--- src/design/acmd_pkg.sv ---
`timescale 1ns / 1ps
// ----------------------------------------------------------------------------
// acmd_pkg
// Sizes, action and status codes, micro-op codes and the control/status
// structs shared by the controller and the datapath.
// ----------------------------------------------------------------------------
package acmd_pkg;

    localparam int MAX_NODES     = 1024;
    localparam int ALPHABET_SIZE = 26;
    localparam int STACK_DEPTH   = 1024;

    localparam int NODE_W     = $clog2(MAX_NODES);
    localparam int CNT_W      = $clog2(MAX_NODES + 1);
    localparam int EDGE_W     = CNT_W;
    localparam int CW         = $clog2(ALPHABET_SIZE);
    localparam int GOTO_DEPTH = MAX_NODES * ALPHABET_SIZE;
    localparam int GADDR_W    = $clog2(GOTO_DEPTH);
    localparam int STK_IW     = (STACK_DEPTH > 1) ? $clog2(STACK_DEPTH) : 1;
    localparam int SP_W       = $clog2(STACK_DEPTH + 1);

    localparam int ACTION_W  = 3;
    localparam int LETTER_W  = 5;
    localparam int DIST_W    = 11;
    localparam int STATUS_W  = 2;
    localparam int S_TDATA_W = 8;
    localparam int M_TDATA_W = 16;

    // Actions
    localparam logic [ACTION_W-1:0] ACT_CLEAR      = 3'd0;
    localparam logic [ACTION_W-1:0] ACT_PAT_LETTER = 3'd1;
    localparam logic [ACTION_W-1:0] ACT_END_PAT    = 3'd2;
    localparam logic [ACTION_W-1:0] ACT_BUILD      = 3'd3;
    localparam logic [ACTION_W-1:0] ACT_TXT_START  = 3'd4;
    localparam logic [ACTION_W-1:0] ACT_TXT_LETTER = 3'd5;
    localparam logic [ACTION_W-1:0] ACT_BACKSPACE  = 3'd6;

    // Result status
    localparam logic [STATUS_W-1:0] ST_OK         = 2'd0;
    localparam logic [STATUS_W-1:0] ST_NODE_FULL  = 2'd1;
    localparam logic [STATUS_W-1:0] ST_STACK_FULL = 2'd2;
    localparam logic [STATUS_W-1:0] ST_ORDER      = 2'd3;

    typedef logic [5:0] op_t;

    // Datapath micro-ops
    localparam op_t OP_NONE      = 6'd0;
    localparam op_t OP_LOAD      = 6'd1;
    localparam op_t OP_CLEAR     = 6'd2;
    localparam op_t OP_INIT_WR   = 6'd3;
    localparam op_t OP_PAT_RD    = 6'd4;
    localparam op_t OP_PAT_NEW   = 6'd5;
    localparam op_t OP_PAT_MOVE  = 6'd6;
    localparam op_t OP_END_PAT   = 6'd7;
    localparam op_t OP_TXT_START = 6'd8;
    localparam op_t OP_TXT_PUSH  = 6'd9;
    localparam op_t OP_TXT_MOVE  = 6'd10;
    localparam op_t OP_BS_ROOT   = 6'd11;
    localparam op_t OP_BS_POP    = 6'd12;
    localparam op_t OP_BS_MOVE   = 6'd13;
    localparam op_t OP_EMIT_DIST = 6'd14;
    localparam op_t OP_EMIT_ERR  = 6'd15;
    localparam op_t OP_B_INIT    = 6'd16;
    localparam op_t OP_B_R_RD    = 6'd17;
    localparam op_t OP_B_R_WR    = 6'd18;
    localparam op_t OP_B_Q_POP   = 6'd19;
    localparam op_t OP_B_Q_U     = 6'd20;
    localparam op_t OP_B_Q_F     = 6'd21;
    localparam op_t OP_B_Q_E     = 6'd22;
    localparam op_t OP_B_C_RD    = 6'd23;
    localparam op_t OP_B_C_WR    = 6'd24;
    localparam op_t OP_D_INIT    = 6'd25;
    localparam op_t OP_D_I_RD    = 6'd26;
    localparam op_t OP_D_I_WR    = 6'd27;
    localparam op_t OP_D_S_START = 6'd28;
    localparam op_t OP_D_U_RD    = 6'd29;
    localparam op_t OP_D_C_RD    = 6'd30;
    localparam op_t OP_D_C_DR    = 6'd31;
    localparam op_t OP_D_C_MIN   = 6'd32;
    localparam op_t OP_D_U_UPD   = 6'd33;
    localparam op_t OP_B_DONE    = 6'd34;

    typedef struct packed {
        op_t                 op;
        logic [STATUS_W-1:0] status;
    } cmd_t;

    typedef struct packed {
        logic [ACTION_W-1:0] action;
        logic                has_root;
        logic                built;
        logic                letter_ok;
        logic                node_full;
        logic                stack_full;
        logic                sc_zero;
        logic                rd_no_edge;
        logic                c_last;
        logic                u_last;
        logic                head_eq_tail;
        logic                changed;
        logic                out_free;
    } stat_t;

endpackage

--- src/design/acmd_ctrl.sv ---
`timescale 1ns / 1ps
// ----------------------------------------------------------------------------
// acmd_ctrl
// Sequencer: decodes each accepted beat, runs trie loading, the fail-link
// and distance build passes and text steps as a series of datapath micro-ops.
// ----------------------------------------------------------------------------
module acmd_ctrl
    import acmd_pkg::*;
(
    input  logic  aclk,
    input  logic  aresetn,
    input  logic  s_tvalid,
    output logic  s_tready,
    input  stat_t stat,
    output cmd_t  cmd
);

    localparam logic [4:0] S_IDLE      = 5'd0;
    localparam logic [4:0] S_DECODE    = 5'd1;
    localparam logic [4:0] S_INIT      = 5'd2;
    localparam logic [4:0] S_PAT_CHK   = 5'd3;
    localparam logic [4:0] S_TXT_GO    = 5'd4;
    localparam logic [4:0] S_BS_GO     = 5'd5;
    localparam logic [4:0] S_EMIT_DIST = 5'd6;
    localparam logic [4:0] S_EMIT_ERR  = 5'd7;
    localparam logic [4:0] S_B_R_RD    = 5'd8;
    localparam logic [4:0] S_B_R_WR    = 5'd9;
    localparam logic [4:0] S_B_Q_CHK   = 5'd10;
    localparam logic [4:0] S_B_Q_U     = 5'd11;
    localparam logic [4:0] S_B_Q_F     = 5'd12;
    localparam logic [4:0] S_B_Q_E     = 5'd13;
    localparam logic [4:0] S_B_C_RD    = 5'd14;
    localparam logic [4:0] S_B_C_WR    = 5'd15;
    localparam logic [4:0] S_D_I_RD    = 5'd16;
    localparam logic [4:0] S_D_I_WR    = 5'd17;
    localparam logic [4:0] S_D_S_START = 5'd18;
    localparam logic [4:0] S_D_U_RD    = 5'd19;
    localparam logic [4:0] S_D_C_RD    = 5'd20;
    localparam logic [4:0] S_D_C_DR    = 5'd21;
    localparam logic [4:0] S_D_C_MIN   = 5'd22;
    localparam logic [4:0] S_D_U_UPD   = 5'd23;
    localparam logic [4:0] S_D_S_END   = 5'd24;

    logic [4:0]          state_reg, state_next;
    logic [STATUS_W-1:0] err_reg, err_next;
    logic                load_ok;

    // Loading actions need a root and an unbuilt automaton
    assign load_ok = stat.has_root && !stat.built;

    // Next state and micro-op
    always_comb begin
        state_next = state_reg;
        err_next   = err_reg;
        cmd.op     = OP_NONE;
        cmd.status = err_reg;
        s_tready   = 1'b0;
        case (state_reg)
            S_IDLE: begin
                s_tready = 1'b1;
                if (s_tvalid) begin
                    cmd.op     = OP_LOAD;
                    state_next = S_DECODE;
                end
            end
            S_DECODE: begin
                err_next   = ST_ORDER;
                state_next = S_EMIT_ERR;
                case (stat.action)
                    ACT_CLEAR: begin
                        cmd.op     = OP_CLEAR;
                        state_next = S_INIT;
                    end
                    ACT_PAT_LETTER: begin
                        if (load_ok && stat.letter_ok) begin
                            cmd.op     = OP_PAT_RD;
                            state_next = S_PAT_CHK;
                        end
                    end
                    ACT_END_PAT: begin
                        if (load_ok) begin
                            cmd.op     = OP_END_PAT;
                            state_next = S_IDLE;
                        end
                    end
                    ACT_BUILD: begin
                        if (load_ok) begin
                            cmd.op     = OP_B_INIT;
                            state_next = S_B_R_RD;
                        end
                    end
                    ACT_TXT_START: begin
                        if (stat.built) begin
                            cmd.op     = OP_TXT_START;
                            state_next = S_EMIT_DIST;
                        end
                    end
                    ACT_TXT_LETTER: begin
                        if (stat.built && stat.letter_ok) begin
                            if (stat.stack_full) begin
                                err_next = ST_STACK_FULL;
                            end else begin
                                cmd.op     = OP_TXT_PUSH;
                                state_next = S_TXT_GO;
                            end
                        end
                    end
                    ACT_BACKSPACE: begin
                        if (stat.built) begin
                            if (stat.sc_zero) begin
                                cmd.op     = OP_BS_ROOT;
                                state_next = S_EMIT_DIST;
                            end else begin
                                cmd.op     = OP_BS_POP;
                                state_next = S_BS_GO;
                            end
                        end
                    end
                    default: begin
                        state_next = S_EMIT_ERR;
                    end
                endcase
            end
            S_INIT: begin
                cmd.op = OP_INIT_WR;
                if (stat.c_last) state_next = S_IDLE;
            end
            S_PAT_CHK: begin
                if (stat.rd_no_edge) begin
                    if (stat.node_full) begin
                        err_next   = ST_NODE_FULL;
                        state_next = S_EMIT_ERR;
                    end else begin
                        cmd.op     = OP_PAT_NEW;
                        state_next = S_INIT;
                    end
                end else begin
                    cmd.op     = OP_PAT_MOVE;
                    state_next = S_IDLE;
                end
            end
            S_TXT_GO: begin
                cmd.op     = OP_TXT_MOVE;
                state_next = S_EMIT_DIST;
            end
            S_BS_GO: begin
                cmd.op     = OP_BS_MOVE;
                state_next = S_EMIT_DIST;
            end
            S_EMIT_DIST: begin
                if (stat.out_free) begin
                    cmd.op     = OP_EMIT_DIST;
                    state_next = S_IDLE;
                end
            end
            S_EMIT_ERR: begin
                if (stat.out_free) begin
                    cmd.op     = OP_EMIT_ERR;
                    state_next = S_IDLE;
                end
            end
            S_B_R_RD: begin
                cmd.op     = OP_B_R_RD;
                state_next = S_B_R_WR;
            end
            S_B_R_WR: begin
                cmd.op     = OP_B_R_WR;
                state_next = stat.c_last ? S_B_Q_CHK : S_B_R_RD;
            end
            S_B_Q_CHK: begin
                if (stat.head_eq_tail) begin
                    cmd.op     = OP_D_INIT;
                    state_next = S_D_I_RD;
                end else begin
                    cmd.op     = OP_B_Q_POP;
                    state_next = S_B_Q_U;
                end
            end
            S_B_Q_U: begin
                cmd.op     = OP_B_Q_U;
                state_next = S_B_Q_F;
            end
            S_B_Q_F: begin
                cmd.op     = OP_B_Q_F;
                state_next = S_B_Q_E;
            end
            S_B_Q_E: begin
                cmd.op     = OP_B_Q_E;
                state_next = S_B_C_RD;
            end
            S_B_C_RD: begin
                cmd.op     = OP_B_C_RD;
                state_next = S_B_C_WR;
            end
            S_B_C_WR: begin
                cmd.op     = OP_B_C_WR;
                state_next = stat.c_last ? S_B_Q_CHK : S_B_C_RD;
            end
            S_D_I_RD: begin
                cmd.op     = OP_D_I_RD;
                state_next = S_D_I_WR;
            end
            S_D_I_WR: begin
                cmd.op     = OP_D_I_WR;
                state_next = stat.u_last ? S_D_S_START : S_D_I_RD;
            end
            S_D_S_START: begin
                cmd.op     = OP_D_S_START;
                state_next = S_D_U_RD;
            end
            S_D_U_RD: begin
                cmd.op     = OP_D_U_RD;
                state_next = S_D_C_RD;
            end
            S_D_C_RD: begin
                cmd.op     = OP_D_C_RD;
                state_next = S_D_C_DR;
            end
            S_D_C_DR: begin
                cmd.op     = OP_D_C_DR;
                state_next = S_D_C_MIN;
            end
            S_D_C_MIN: begin
                cmd.op     = OP_D_C_MIN;
                state_next = stat.c_last ? S_D_U_UPD : S_D_C_RD;
            end
            S_D_U_UPD: begin
                cmd.op     = OP_D_U_UPD;
                state_next = stat.u_last ? S_D_S_END : S_D_U_RD;
            end
            S_D_S_END: begin
                if (stat.changed) begin
                    state_next = S_D_S_START;
                end else begin
                    cmd.op     = OP_B_DONE;
                    state_next = S_IDLE;
                end
            end
            default: begin
                state_next = S_IDLE;
            end
        endcase
    end

    // State register
    always_ff @(posedge aclk) begin
        if (!aresetn) begin
            state_reg <= S_IDLE;
            err_reg   <= ST_OK;
        end else begin
            state_reg <= state_next;
            err_reg   <= err_next;
        end
    end

endmodule

--- config.mk ---
export PLATFORM = sky130hd
export DESIGN_NAME = acmd_ctrl
export DESIGN_NICKNAME = d
export VERILOG_FILES = /design/src/design/acmd_pkg.sv /design/src/design/acmd_ctrl.sv
export SDC_FILE = /design/constraint.sdc
export NUM_CORES = 1
export LEC_CHECK = 0
export BUFFER_PORTS_ARGS = -buffer_cell sky130_fd_sc_hd__buf_2
export CAP_MARGIN = 20
export CORE_ASPECT_RATIO = 2
export CORE_UTILIZATION = 40
export CTS_BUF_LIST = sky130_fd_sc_hd__clkbuf_8
export CTS_CLUSTER_SIZE = 24
export DETAILED_ROUTE_END_ITERATION = 10
export SYNTH_ARGS = -nofsm -noshare
export SYNTH_HDL_FRONTEND = slang
export SYNTH_SLANG_ARGS = --single-unit
--- constraint.sdc ---
create_clock -name aclk -period 3.9 [get_ports aclk]
set_input_delay 0.585 -clock aclk [delete_from_list [all_inputs] [get_ports aclk]]
set_output_delay 0.585 -clock aclk [all_outputs]
set_load 0.05 [all_outputs]
==> metrics.csv, run 1 <==
metric;value;unit
drt_iter0_markers;65;
die_h;80.98;microns
wl_per_cell;17.20;microns
path_buf_inv;1;
mostFrequentLayoutCell;buf_2;
worst_r2r_endpoint;state_reg[1]$_SDFFE_PN0P_;
worstMarginPinSlew;793.5;ps
syn_area;0.001247;sq mm
drive_gt1_share;25.27;%
yosysSeqAreaShare;11.23;%
endpoint_kind;output pin;
setup_violations;0;
cts_buffers;3;
routed-wl-met3;149;microns
peakVddDrop;0.0003211;V
port_buffers;26;
hold_depth;2;
async_reset_ff_share;0;%
top_layer;met4;
fillers;325;
initial_core_util;41.89;%
hpwl;2.935;mm
rsz0062_at_grt;no;
critical_path.max_stage_delay;830;ps
clock_latency;220;ps
r2r-start;state_reg[3]$_SDFFE_PN0P_;
synth_cell_types;55;
drtAntennaViolNets;0;
synth_nets;187;
slowest_stage;dfxtp_1;
finalSetupTns;0;ps
drt-pass1-iter-count;4;
grtUsageTotal;22.45;%
fin_cells;216;
cts_tree;built;
power.density;597.9;mW/mm^2
num_io_pins;27;
synth_cells;169;
avgSynthCellArea;7.381;sq um
synthFlopType;dfxtp_1;
max_cap_viol_count;0;
grt_pass1_vias;1330;
ys_ff_latch;7;
rows;28;
die_area;0.003360;sq mm
ctsHtreeMaxLevel;1;
critPathKind;reg -> out;
crit_chain;nand2b_1, a211oi_1, a21oi_1, o221ai_1, buf_2;
finalWirelength;3.716;mm
dp.cells;212;
diodes;0;
status;complete, no violations;
final_cell_mix;buf_2, nor2_1, a21oi_1;
hold_viol_final;0;
gp_congestion;0.9254;
fin_util;44.20;%
fin_crit;2724;ps
cts.repair.resized;0;
largest_reg_flops;5;
slew_violations;0;
drcViolationCount;0;
clockRootBuffer;clkbuf_8;
yosys_warnings;0;
startpoint_type;register;
post_cts_buffers;0;
postCtsHoldBufs;0;
required;3310;ps
overflow;0;
grt_pass1_wl;6.023;mm
num-nets-final;205;
clock_skew;0.5807;ps
antenna_found_initial;0;
period_share;69.84;%
cp_top_family;flip-flops;
clock-sinks;7;
grt_max_degree;24;
worstHoldPathType;reg -> reg;
leakage;0.5323;nW
met1_length;1.311;mm
relSlewSlack;47.03;%
fmax;367.1;MHz
vias_per_cell;6.282;
met2WireLength;2.019;mm
reg2regPathDepth;5;
crit_arrival;2140;ps
hold_start;err_reg[0]$_SDFFE_PN0P_;
hold_end;err_reg[0]$_SDFFE_PN0P_;
crit_fanout;23;
clockBufferDepth;2;
coreArea;0.002978;sq mm
r2r_setup_slack;1970;ps
clk_pin_slew;40;ps
syn2layout_area_growth;5.516;%
synth_edf_count;0;
die_w;41.49;microns
vias;1357;
cells in the mapped netlist (all sizes together) (2+ instances only):
cell type / n / area, sq um
nor2: 18 / 77.58
a21oi: 14 / 73.82
buf: 13 / 131.4
o21ai: 13 / 65.06
nand2: 12 / 57.55
nor2b: 9 / 58.81
nor3: 8 / 50.05
dfxtp: 7 / 140.1
nand2b: 7 / 51.30
a31oi: 6 / 37.54
nand3: 6 / 30.03
a21boi: 4 / 30.03
inv: 4 / 15.01
nand3b: 4 / 55.05
o31a: 4 / 35.03
a211oi: 3 / 22.52
and2b: 3 / 23.77
and3: 3 / 18.77
a31o: 2 / 17.52
clkbuf: 2 / 27.53
nand4: 2 / 12.51
nor3b: 2 / 15.01
o211ai: 2 / 15.01
o221ai: 2 / 17.52
o22a: 2 / 18.77
o22ai: 2 / 12.51
or3: 2 / 12.51
where the power goes:
part           leakage, nW  switching (mW)  internal [mW]
sequential          0.0574          0.0810         0.0933
clock               0.0269          0.0270         0.0676
combinational        0.448           0.341          0.177
total                0.532           0.449          0.338
worst min-delay path, cell delays in order, from the launching register on:
cell and delay (ps):
dfxtp_1 310, nor2_1 40, nor2_1 70
routing by layer:
layer | track usage, % | vias to the layer above
met5 | 0 | -
met4 | 16.13 | 0
met3 | 3.111 | 16
met2 | 42.03 | 65
met1 | 21.74 | 614
li1 | - | 662
final cells by class:
class | instances | area (sq um) | share of cell area [%]
Tap cell | 30 | 37.54 | 2.852
Sequential cell | 7 | 140.1 | 10.65
Inverter | 4 | 15.01 | 1.141
Clock buffer | 3 | 41.29 | 3.137
Timing Repair Buffer | 28 | 145.1 | 11.03
Clock inverter | 1 | 3.754 | 0.2852
Multi-Input combinational cell | 143 | 933.4 | 70.91
kinds of logic (layout without fill, tap and decap cells):
kind of cell           Yosys count  count (layout)  share of synthesized area (%)
AO/OA/AOI/OAI                   62              62                          34.00
multiplexers                     1               1                         0.8024
AND/OR/NAND/NOR                 79              79                          39.32
XOR/XNOR                         1               1                         0.7022
flip-flops                       7               7                          11.23
buffers and inverters           19              36                          13.94
through the flow:
stage | power (mW) | cell area [sq um] | hold slack [ps] | setup WS, ps
final | 0.7870 | 1316 | 457.9 | 1176
after global routing | 0.8434 | 1316 | 512.8 | 1065
after CTS | 0.7860 | 1316 | 463.4 | 1217
after detailed placement | 0.6871 | 1271 | 453.0 | 1458
after global placement | 0.6841 | 1271 | 453.0 | 1461
after floorplan | 0.5979 | 1247 | 665.6 | 1120
worst max path at each step:
stage	from	to	slack [ps]	depth (start not counted)
floorplan	stat[10]	cmd[6]	1120	5
global placement	stat[10]	cmd[6]	1460	6
detailed placement	state_reg[1]$_SDFFE_PN0P_	cmd[3]	1460	5
CTS	state_reg[1]$_SDFFE_PN0P_	cmd[3]	1220	5
global route	state_reg[1]$_SDFFE_PN0P_	cmd[3]	1060	5
finish	state_reg[1]$_SDFFE_PN0P_	cmd[3]	1180	5
Note: power is estimated with default switching activity, not from simulation.
==> run 2, diff against run 1 <==
--- a/config.mk
+++ b/config.mk
@@ -5,6 +5,7 @@
 export SDC_FILE = /design/constraint.sdc
 export NUM_CORES = 1
 export LEC_CHECK = 0
+export ABC_AREA = 1
 export BUFFER_PORTS_ARGS = -buffer_cell sky130_fd_sc_hd__buf_2
 export CAP_MARGIN = 20
 export CORE_ASPECT_RATIO = 2
==> constraint.sdc (replaced) <==
create_clock -name aclk -period 2.45 [get_ports aclk]
set_input_delay 0.3675 -clock aclk [delete_from_list [all_inputs] [get_ports aclk]]
set_output_delay 0.3675 -clock aclk [all_outputs]
set_load 0.05 [all_outputs]
==> run 2 against run 1 <==
Sequential share of layout area is essentially flat; synthesized cell count up 31%; largest power group unchanged; critical path depth increased by 3; wire length rose by 10%; non-clock buffer count unchanged; highest routed layer unchanged; total power rose by 61%; clock skew increased by 9.1 ps.
==> metrics.csv, run 2 <==
metric;value;unit
crit_arrival;1960;ps
clock-sinks;7;
synth_cells;221;
endpoint_kind;output pin;
rows;27;
drcViolationCount;0;
ctsHtreeMaxLevel;1;
synthAdderAreaFrac;0;%
hold_start;aresetn;
required;2080;ps
grtUsageTotal;30.56;%
routed-wl-met3;171;microns
yosysSeqAreaShare;12.40;%
hold_viol_final;0;
switchingPower;0.7759;mW
leakage;0.7690;nW
ys_ff_latch;7;
cts_buffers;3;
worstMarginPinSlew;328.9;ps
yosys.area.top_type;nand2_1;
synthFlopType;dfxtp_1;
hpwl;3.501;mm
setup_violations;0;
synth_xor_area_share;0;%
fin_crit;2323;ps
rsz0062_at_grt;no;
hold_end;state_reg[2]$_SDFFE_PN0P_;
met1_length;1.300;mm
yosys.cell_count.top_type;nand2_1;
finalWirelength;4.095;mm
top_layer;met4;
fmax;430.5;MHz
worstHoldPathType;in -> reg;
grt_max_degree;12;
synth_compound_area_share;14.62;%
clockBufferDepth;2;
power_frac_clock;13.4;%
reg2regPathDepth;9;
finalSetupTns;0;ps
critPathKind;reg -> out;
die_area;0.003054;sq mm
die_w;39.58;microns
synth-simple-area-share;58.47;%
muxShareOfSynthArea;0;%
fillers;340;
synth_top_family_by_area;simple AND/OR/NAND/NOR gates;
seqPwrFrac;17.1;%
slew_violations;0;
gp_congestion;0.9301;
synth_cell_types;29;
relSlewSlack;77.87;%
largest_reg_flops;5;
met2WireLength;2.432;mm
async_reset_ff_share;0;%
crit_fanout;8;
port_buffers;26;
worst_r2r_endpoint;state_reg[2]$_SDFFE_PN0P_;
wl_per_cell;14.73;microns
period_share;94.82;%
synth.area.top_cells;nand2_1, dfxtp_1, nor2_1;
max_cap_viol_count;0;
postCtsHoldBufs;0;
clock_skew;9.725;ps
avgSynthCellArea;5.112;sq um
antenna_found_initial;0;
r2r_setup_slack;730;ps
peakVddDrop;0.0007358;V
grt_pass1_vias;1510;
startpoint_type;register;
num_io_pins;27;
final_cell_mix;nand2_1, nor2_1, inv_1;
synth_nets;239;
num-nets-final;268;
p_int;0.4915;mW
overflow;0;
post_cts_buffers;0;
power.density;951.1;mW/mm^2
drtAntennaViolNets;0;
cts_tree;built;
vias;1562;
die_h;77.16;microns
drt-pass1-iter-count;7;
yosysTopAreaCellShare;20.60;%
grt_pass1_wl;6.582;mm
totalPowerFinal;1.267;mW
mostFrequentLayoutCell;nand2_1;
power_frac_comb;69.6;%
r2r-start;state_reg[0]$_SDFFE_PN0P_;
status;complete, no violations;
synth_edf_count;0;
drive_gt1_share;19.28;%
drt_iter0_markers;61;
netlist_top_cells_count;nand2_1, nor2_1, inv_1;
initial_core_util;41.81;%
syn_area;0.001130;sq mm
syn2layout_area_growth;17.94;%
diodes;0;
whs;363.1;ps
hold_depth;3;
clock_latency;230;ps
clk_pin_slew;50;ps
clockRootBuffer;clkbuf_8;
switching_share;61.22;%
coreArea;0.002703;sq mm
vias_per_cell;5.619;
yosys_warnings;0;
run 2: cell count changes in the layout (fill, tap and decap cells not counted), sizes merged, moves of 4 or more:
cell / before / now
inv: 5 / 38
nand4: 2 / 7
a21boi: 4 / 0
a31oi: 6 / 2
nor2: 18 / 41
o31a: 4 / 0
a21oi: 14 / 9
nor2b: 9 / 0
nand2: 12 / 62
nand3b: 4 / 0
nand3: 6 / 23
nand2b: 7 / 0
run 2: power groups by stage:
| stage | sequential (mW) | combinational [mW] | clock, mW |
|---|---|---|---|
| after detailed placement | 0.214 | 0.871 | 0 |
| after CTS | 0.212 | 0.874 | 0.168 |
| after floorplan | 0.221 | 0.661 | 0 |
| final | 0.216 | 0.882 | 0.169 |
| after global routing | 0.217 | 0.964 | 0.178 |
| after global placement | 0.213 | 0.877 | 0 |
run 2: layout make-up:
class | count | area [sq um] | area share (%)
multi-input combinational | 173 | 825.8 | 61.97
tap | 29 | 36.28 | 2.723
clock buffer | 3 | 41.29 | 3.099
inverter | 37 | 138.9 | 10.42
clock inverter | 1 | 3.754 | 0.2817
sequential | 7 | 141.4 | 10.61
timing repair buffer | 28 | 145.1 | 10.89
run 2: worst max-delay path by stage:
stage / slack [ps] / cells past startpoint / startpoint / end
final: 130 / 8 / state_reg[0]$_SDFFE_PN0P_ / cmd[3]
after global routing: 10 / 8 / state_reg[0]$_SDFFE_PN0P_ / cmd[3]
after CTS: 120 / 8 / state_reg[1]$_SDFFE_PN0P_ / cmd[3]
after detailed placement: 360 / 8 / state_reg[1]$_SDFFE_PN0P_ / cmd[3]
after global placement: 380 / 7 / state_reg[1]$_SDFFE_PN0P_ / cmd[3]
after floorplan: 130 / 4 / state_reg[3]$_SDFFE_PN0P_ / cmd[7]
run 2: critical path: stages (launching register included):
cell     delay [ps]
dfxtp_1         490
nor2_2          130
nand2_1         170
inv_1            80
nand2_1         100
inv_1            60
nor4_1          340
nand3_1         130
buf_2           230
run 2: cells by family after synthesis:
logic type,after synthesis
flops,7
buf+inv,41
simple gates,145
compound gates,28
run 2: what timing repair did:
action                                  4_1_cts  5_1_grt
resized for setup                             0        1
endpoints found under the setup margin        0        1
hold endpoints to repair                      0        0
run 2: stage by stage:
step           area (sq um)  instances  util, %  setup WS (ps)
4_1_cts                1331        278    49.26          117.2
2_1_floorplan          1130        221        -          128.1
6_report               1333        278    49.31          127.0
3_3_place_gp           1286        274    47.59          380.1
5_1_grt                1333        278    49.31          12.15
3_5_place_dp           1286        274    47.59          355.3
run 2: layer usage:
metal | GRT usage [%] | vias to the layer above
met3 | 3.757 | 16
li1 | - | 780
met1 | 27.58 | 690
met4 | 15.17 | 0
met5 | 0 | -
met2 | 58.03 | 76
